File: config.mk
export PLATFORM = sky130hd
export DESIGN_NAME = aes_ctrl
export DESIGN_NICKNAME = d
export VERILOG_FILES = /design/src/hdl/aes_pkg.sv /design/src/hdl/aes_ctrl.sv
export SDC_FILE = /design/constraint.sdc
export NUM_CORES = 1
export LEC_CHECK = 0
export ABC_AREA = 0
export BUFFER_PORTS_ARGS = -buffer_cell sky130_fd_sc_hd__buf_4
export CORE_ASPECT_RATIO = 1.4
export CORE_MARGIN = 2
export CORE_UTILIZATION = 50
export DETAILED_ROUTE_END_ITERATION = 10
export GPL_TIMING_DRIVEN = 0
export HOLD_SLACK_MARGIN = 0.08
export PLACE_DENSITY_LB_ADDON = 0.3
export SLEW_MARGIN = 0
export SYNTH_ARGS = -nofsm -noshare
export SYNTH_HDL_FRONTEND = slang
export SYNTH_SLANG_ARGS = --single-unit
File: constraint.sdc
create_clock -name clk -period 2 [get_ports clk]
set_input_delay 0.6 -clock clk [delete_from_list [all_inputs] [get_ports clk]]
set_output_delay 0.6 -clock clk [all_outputs]
set_load 0.005 [all_outputs]
File: src/hdl/aes_pkg.sv
// shared types, constants and round functions for the aes128 cbc engine
`default_nettype none
package aes_pkg;
  localparam int unsigned HalfW = 64;
  localparam int unsigned RkDepth = 44;
  localparam int unsigned RkAw = 6;

  typedef enum logic [1:0] {
    REG_KEY_HIGH = 2'd0,
    REG_KEY_LOW  = 2'd1,
    REG_IV_HIGH  = 2'd2,
    REG_IV_LOW   = 2'd3
  } reg_idx_t;

  typedef struct packed {
    logic        mode;
    logic [63:0] data_high;
    logic [63:0] data_low;
    logic        restart_chain;
    logic        last_block;
  } in_item_t;

  typedef struct packed {
    logic [63:0] result_high;
    logic [63:0] result_low;
    logic        result_last;
  } out_item_t;

  // controller to datapath commands
  typedef struct packed {
    logic       load;       // capture input item and chain state
    logic       key_init;   // load key words 0..3
    logic       key_step;   // compute one schedule word
    logic       rk_rd;      // request round key read
    logic [3:0] rk_round;   // round key index to read
    logic       add_first;  // initial key add
    logic       round_en;   // apply one round
    logic       final_rnd;  // round without mixcolumns
    logic       finish;     // cbc xor and chain update
  } ctl_t;

  localparam logic [7:0] SBOX [256] = '{
    8'h63,8'h7c,8'h77,8'h7b,8'hf2,8'h6b,8'h6f,8'hc5,8'h30,8'h01,8'h67,8'h2b,8'hfe,8'hd7,8'hab,8'h76,
    8'hca,8'h82,8'hc9,8'h7d,8'hfa,8'h59,8'h47,8'hf0,8'had,8'hd4,8'ha2,8'haf,8'h9c,8'ha4,8'h72,8'hc0,
    8'hb7,8'hfd,8'h93,8'h26,8'h36,8'h3f,8'hf7,8'hcc,8'h34,8'ha5,8'he5,8'hf1,8'h71,8'hd8,8'h31,8'h15,
    8'h04,8'hc7,8'h23,8'hc3,8'h18,8'h96,8'h05,8'h9a,8'h07,8'h12,8'h80,8'he2,8'heb,8'h27,8'hb2,8'h75,
    8'h09,8'h83,8'h2c,8'h1a,8'h1b,8'h6e,8'h5a,8'ha0,8'h52,8'h3b,8'hd6,8'hb3,8'h29,8'he3,8'h2f,8'h84,
    8'h53,8'hd1,8'h00,8'hed,8'h20,8'hfc,8'hb1,8'h5b,8'h6a,8'hcb,8'hbe,8'h39,8'h4a,8'h4c,8'h58,8'hcf,
    8'hd0,8'hef,8'haa,8'hfb,8'h43,8'h4d,8'h33,8'h85,8'h45,8'hf9,8'h02,8'h7f,8'h50,8'h3c,8'h9f,8'ha8,
    8'h51,8'ha3,8'h40,8'h8f,8'h92,8'h9d,8'h38,8'hf5,8'hbc,8'hb6,8'hda,8'h21,8'h10,8'hff,8'hf3,8'hd2,
    8'hcd,8'h0c,8'h13,8'hec,8'h5f,8'h97,8'h44,8'h17,8'hc4,8'ha7,8'h7e,8'h3d,8'h64,8'h5d,8'h19,8'h73,
    8'h60,8'h81,8'h4f,8'hdc,8'h22,8'h2a,8'h90,8'h88,8'h46,8'hee,8'hb8,8'h14,8'hde,8'h5e,8'h0b,8'hdb,
    8'he0,8'h32,8'h3a,8'h0a,8'h49,8'h06,8'h24,8'h5c,8'hc2,8'hd3,8'hac,8'h62,8'h91,8'h95,8'he4,8'h79,
    8'he7,8'hc8,8'h37,8'h6d,8'h8d,8'hd5,8'h4e,8'ha9,8'h6c,8'h56,8'hf4,8'hea,8'h65,8'h7a,8'hae,8'h08,
    8'hba,8'h78,8'h25,8'h2e,8'h1c,8'ha6,8'hb4,8'hc6,8'he8,8'hdd,8'h74,8'h1f,8'h4b,8'hbd,8'h8b,8'h8a,
    8'h70,8'h3e,8'hb5,8'h66,8'h48,8'h03,8'hf6,8'h0e,8'h61,8'h35,8'h57,8'hb9,8'h86,8'hc1,8'h1d,8'h9e,
    8'he1,8'hf8,8'h98,8'h11,8'h69,8'hd9,8'h8e,8'h94,8'h9b,8'h1e,8'h87,8'he9,8'hce,8'h55,8'h28,8'hdf,
    8'h8c,8'ha1,8'h89,8'h0d,8'hbf,8'he6,8'h42,8'h68,8'h41,8'h99,8'h2d,8'h0f,8'hb0,8'h54,8'hbb,8'h16
  };

  localparam logic [7:0] RCON [10] = '{
    8'h01,8'h02,8'h04,8'h08,8'h10,8'h20,8'h40,8'h80,8'h1b,8'h36
  };

  localparam logic [7:0] SBOX_AFFINE = 8'h63;

  function automatic logic [7:0] sub_byte(input logic [7:0] a);
    sub_byte = SBOX[a];
  endfunction

  // inverse table derived from the forward table by search
  function automatic logic [7:0] inv_sub_byte(input logic [7:0] a);
    logic [7:0] r;
    r = 8'h00;
    for (int n = 0; n < 256; n++) begin
      if (SBOX[n] == a) r = 8'(n);
    end
    inv_sub_byte = r;
  endfunction

  function automatic logic [7:0] xt(input logic [7:0] a);
    xt = {a[6:0], 1'b0} ^ (a[7] ? 8'h1b : 8'h00);
  endfunction

  function automatic logic [31:0] sub_word(input logic [31:0] w);
    sub_word = {SBOX[w[31:24]], SBOX[w[23:16]], SBOX[w[15:8]], SBOX[w[7:0]]};
  endfunction

  // state is 16 bytes, byte 0 at [127:120], column major
  function automatic logic [127:0] shift_rows(input logic [127:0] s, input logic fwd);
    logic [127:0] t;
    int src;
    t = '0;
    for (int c = 0; c < 4; c++) begin
      for (int r = 0; r < 4; r++) begin
        src = fwd ? ((c + r) & 3) : ((c - r + 4) & 3);
        t[127 - 8*(c*4+r) -: 8] = s[127 - 8*(src*4+r) -: 8];
      end
    end
    shift_rows = t;
  endfunction

  function automatic logic [31:0] mix_col(input logic [31:0] col, input logic fwd);
    logic [7:0] a [4];
    logic [7:0] x2 [4];
    logic [7:0] x4 [4];
    logic [7:0] x8 [4];
    logic [7:0] m [4][4];
    logic [31:0] o;
    o = '0;
    for (int k = 0; k < 4; k++) begin
      a[k]  = col[31 - 8*k -: 8];
      x2[k] = xt(a[k]);
      x4[k] = xt(x2[k]);
      x8[k] = xt(x4[k]);
      m[k][0] = fwd ? x2[k] : (x8[k] ^ x4[k] ^ x2[k]);         // 2 or 0e
      m[k][1] = fwd ? (x2[k] ^ a[k]) : (x8[k] ^ x2[k] ^ a[k]); // 3 or 0b
      m[k][2] = fwd ? a[k] : (x8[k] ^ x4[k] ^ a[k]);          // 1 or 0d
      m[k][3] = fwd ? a[k] : (x8[k] ^ a[k]);                  // 1 or 09
    end
    for (int r = 0; r < 4; r++) begin
      o[31 - 8*r -: 8] = m[0][(0 - r + 4) & 3] ^ m[1][(1 - r + 4) & 3]
                       ^ m[2][(2 - r + 4) & 3] ^ m[3][(3 - r + 4) & 3];
    end
    mix_col = o;
  endfunction
endpackage
`default_nettype wire

File: src/hdl/aes_ctrl.sv
// controller: key expansion sequencing, round sequencing and output handshake
`default_nettype none
module aes_ctrl (
  input  wire logic          clk,
  input  wire logic          rst,
  input  wire logic          key_dirty,
  input  wire logic          in_valid,
  input  wire logic          in_mode,
  output logic               in_ready,
  output logic               out_valid,
  input  wire logic          out_ready,
  output aes_pkg::ctl_t      ctl
);
  typedef enum logic [2:0] {
    S_IDLE, S_KEY, S_FETCH, S_ROUND, S_DONE
  } state_t;

  state_t     state;
  logic [5:0] kcnt;
  logic [3:0] rnd;      // current round (0 = initial add)
  logic [2:0] phase;    // key word fetch phase
  logic       dec;
  logic       kready;

  assign in_ready  = (state == S_IDLE) && (!out_valid || out_ready);

  // round key index used for round n (0 = initial add)
  logic [3:0] kround;
  assign kround = dec ? 4'(4'd10 - rnd) : rnd;

  always_comb begin
    ctl          = '0;
    ctl.load     = in_valid && in_ready;
    ctl.key_init = in_valid && in_ready && (!kready || key_dirty);
    ctl.key_step = (state == S_KEY);
    ctl.rk_round = kround;
    ctl.rk_rd    = (state == S_FETCH) && (phase < 3'd4);
    ctl.add_first = (state == S_FETCH) && (phase == 3'd5) && (rnd == 4'd0);
    ctl.round_en  = (state == S_FETCH) && (phase == 3'd5) && (rnd != 4'd0);
    ctl.final_rnd = (rnd == 4'd10);
    ctl.finish    = (state == S_DONE);
  end

  always_ff @(posedge clk) begin
    if (rst) begin
      state     <= S_IDLE;
      kcnt      <= 6'd0;
      rnd       <= 4'd0;
      phase     <= 3'd0;
      dec       <= 1'b0;
      kready    <= 1'b0;
      out_valid <= 1'b0;
    end else begin
      if (out_valid && out_ready) begin
        out_valid <= 1'b0;
      end
      if (key_dirty) begin
        kready <= 1'b0;
      end
      case (state)
        S_IDLE: begin
          if (in_valid && in_ready) begin
            dec   <= in_mode;
            rnd   <= 4'd0;
            phase <= 3'd0;
            kcnt  <= 6'd0;
            state <= (!kready || key_dirty) ? S_KEY : S_FETCH;
          end
        end
        S_KEY: begin
          kcnt <= kcnt + 6'd1;
          if (kcnt == 6'(aes_pkg::RkDepth - 1)) begin
            kready <= 1'b1;
            state  <= S_FETCH;
          end
        end
        S_FETCH: begin
          if (phase == 3'd5) begin
            phase <= 3'd0;
            if (rnd == 4'd10) begin
              state <= S_DONE;
            end else begin
              rnd <= rnd + 4'd1;
            end
          end else begin
            phase <= phase + 3'd1;
          end
        end
        S_DONE: begin
          out_valid <= 1'b1;
          state     <= S_IDLE;
        end
        default: state <= S_IDLE;
      endcase
    end
  end
endmodule
`default_nettype wire

==> impl_results.md <==
- Status: finished clean
- Leak: 0.000560 uW
- Fin. max-slew vios: 0
- Via count: 1032
- Headroom to the max-slew limit: 66.4%
- Layout cells sized above 1: 35.3%
- Compound-cell area share of the yosys netlist: 16.9%
- Fin. Hold Viols: 0
- Peak supply drop: 414 uV
- Synth Area in Simple Gates: 32.1%
- Critical path type: reg2out
- PortBufs: 18
- Antenna Cells: 0
- Die footprint: 2410 um^2
- All-Layer GR Usage: 21.3%
- Core ar.: 1950 um^2
- Crit end category: primary output
- Worst-Margin Slew: 0.502 ns
- Root buffer cell: clkbuf_4
- RSZ-0062 raised after global routing: yes
- Max Root-Sink Buffers: 2
- I/O pin count: 20
- Netlist cell types: 36
- Num rows: 19
- Final worst path period need: 1.97 ns
- Worst EP required: 1.40 ns
- Clk_skew: 0.00995 ns
- Initial antenna violation count: 0
- Via/cell ratio: 5.93
- RD Place Congestion: 0.826
- Register bit total from synthesis: 19
- Vias in the first global route: 939
- Seq. cell area: 398 um^2
- Area of the multi-input gates: 646 um^2
- Critical Path AT: 1.37 ns
- CTS tree: done
- Synth Area per Inst: 8.05 um^2
- HPWL Detailed: 1680 um
- Chip width: 42.1 um
- Sequential fraction of the synthesis area: 37.5%
- Largest family of logic cells by synthesized area: simple AND/OR/NAND/NOR gates
- Multiplexer area fraction after synthesis: 2.22%
- First-pass GRT wire length: 3920 um
- Fmax: 508 MHz
- Largest net degree at the start of global routing: 11
- H-Tree Depth: 1
- Biggest area consumer among synthesized cells: dfxtp_1
- Yosys warning total: 0
- Die Y: 57.3 um
- DRC viols: 0
- Period utilization: 98.5%
- Synth top area share: 37.5%
- Routed WL per cell: 13.8 um
- Setup violators final: 0
- CTS clk-pin slew, worst paths: 0.11 ns
- Area contributors post-synth: dfxtp_1 37%, nor2_1 6.3%, a21oi_1 5.4%
- DRT iter0 DRCs: 15
- Detailed Routing Iterations Pass 1: 4
- Area Growth Syn to Fin: 31.1%
- Startpoint Class: flip-flop
- Pwr Total: 680 uW
- Clk Latency, worst-skew pair: 0.30 ns
- Pwr Density: 511 nW/um^2
- Synthesized area: 1010 um^2
- Gr ovfl total: 0
- Final #Nets: 164
- Adder-cell share of the synthesized area: 4.93%
- WL final: 2400 um
- Non-filler instance count after layout: 174
- Hold Path Class: reg2reg
- Xor and xnor area share after synthesis: 1.73%
- Detail Route Antenna Nets: 0
- Max Cap Viol: 0
- Synth Instances: 126
- Filler instances: 157
- DP Cell Count: 165
- Initial Utilization: 52.1%
- TritonCTS Buffers: 3
- Syn Nets: 136
- # clock sinks: 19
- Crit-path max FO: 7
==> layout by cell type (no fill, tap or decap), types with 4 or more instances in the layout <==
| master | count |
|---|---|
| ha_1 | 4 |
| dfxtp_1 | 13 |
| nor2_1 | 15 |
| dfxtp_4 | 4 |
| nand3_1 | 8 |
| o21ai_0 | 4 |
| buf_4 | 26 |
| nor3_1 | 4 |
| nand2_1 | 12 |
| a21oi_1 | 10 |
==> sequential cells by signal (all words and copies together) (netlist names) <==
signal     count
dec            1
kcnt           6
kready         1
out_valid      1
phase          3
rnd            4
state          3
==> where the power goes <==
part	internal, uW	switching, uW	total (uW)
clock	77.8	122	200
sequential	380	8.45	388
combinational	44.0	47.7	91.6
total	501	178	680
==> cell families after synthesis <==
logic type      after synthesis
xor+xnor                      2
buf+inv                      11
mux                           2
simple gates                 61
compound gates               27
fa+ha+maj                     4
flops                        19
==> per-layer routing <==
metal / share of wire, % / wire length, um / global-route usage, %
met1: 40 / 957 / 21.6
met2: 55 / 1320 / 40.2
met3: 3.1 / 74 / 3.80
met4: 2.1 / 51 / 12.1
met5: 0 / 0 / 0
==> synthesized netlist by cell type <==
| master | count |
|---|---|
| nand2_1 | 12 |
| mux2_2 | 2 |
| and3b_1 | 3 |
| nand3b_1 | 2 |
| nor2b_1 | 1 |
| nor3b_1 | 1 |
| buf_2 | 2 |
| a21o_1 | 1 |
| nand2b_1 | 1 |
| nand3_1 | 9 |
| and2_1 | 1 |
| o21ba_2 | 1 |
| nor4b_1 | 1 |
| inv_1 | 4 |
| a31oi_1 | 3 |
| buf_4 | 1 |
| nor3_1 | 5 |
| inv_2 | 1 |
| dfxtp_1 | 19 |
| or3b_1 | 2 |
| o31ai_1 | 1 |
| and3_1 | 2 |
| nor4b_2 | 1 |
| a2bb2oi_1 | 1 |
| a21oi_1 | 11 |
| nor2_1 | 17 |
| o21ai_0 | 4 |
| nand4_1 | 1 |
| or3_1 | 1 |
| ha_1 | 4 |
| a41oi_1 | 2 |
| a211o_1 | 1 |
| nor3b_2 | 1 |
| clkbuf_1 | 3 |
| o41ai_1 | 2 |
| xnor2_1 | 2 |
==> worst paths after layout <==
check	start	endpoint	slack [ns]	cells after the start
worst max-delay path	state[2]	ctl[8]	0.03	3
worst min-delay path	kcnt[1]	kcnt[1]	0.49	2
worst max register to register	state[2]	rnd[2]	0.08	6
worst min register to register	kcnt[1]	kcnt[1]	0.49	2
==> area by class of cell <==
type	instances	share of cell area [%]
plain buffers	4	1.51
inverters	5	1.98
multi-input cells	96	48.5
repair buffers	25	14.1
well taps	21	1.98
flip-flops and latches	19	29.9
clock buffers	4	1.98
==> metrics by stage <==
step	setup slack [ns]	area, um^2	setup TNS [ns]	hold WS (ns)	utilization (%)
after floorplan	0.306	1010	0	0.460	-
after global placement	-0.0208	1180	-0.0208	0.468	60.3
after detailed placement	-0.0610	1180	-0.0863	0.479	60.3
after CTS	-0.0401	1250	-0.0856	0.494	64.1
after global routing	0.00388	1330	0	0.520	68.2
final	0.0297	1330	0	0.494	68.2
==> critical path, cell delays in order (launching register included) <==
cell and delay (ns):
dfxtp_4 0.40, or3b_4 0.44, nor2_4 0.12, buf_4 0.11
==> repair_timing <==
| item | in CTS | in global routing |
|---|---|---|
| gates resized for setup | 14 | 17 |
| pin swaps | 0 | 2 |
| hold buffers | 0 | 0 |
| hold endpoints to repair | 0 | 0 |
| setup endpoints to repair | 7 | 8 |
| setup buffers | 2 | 5 |
Note: power is estimated with default switching activity, not from simulation.
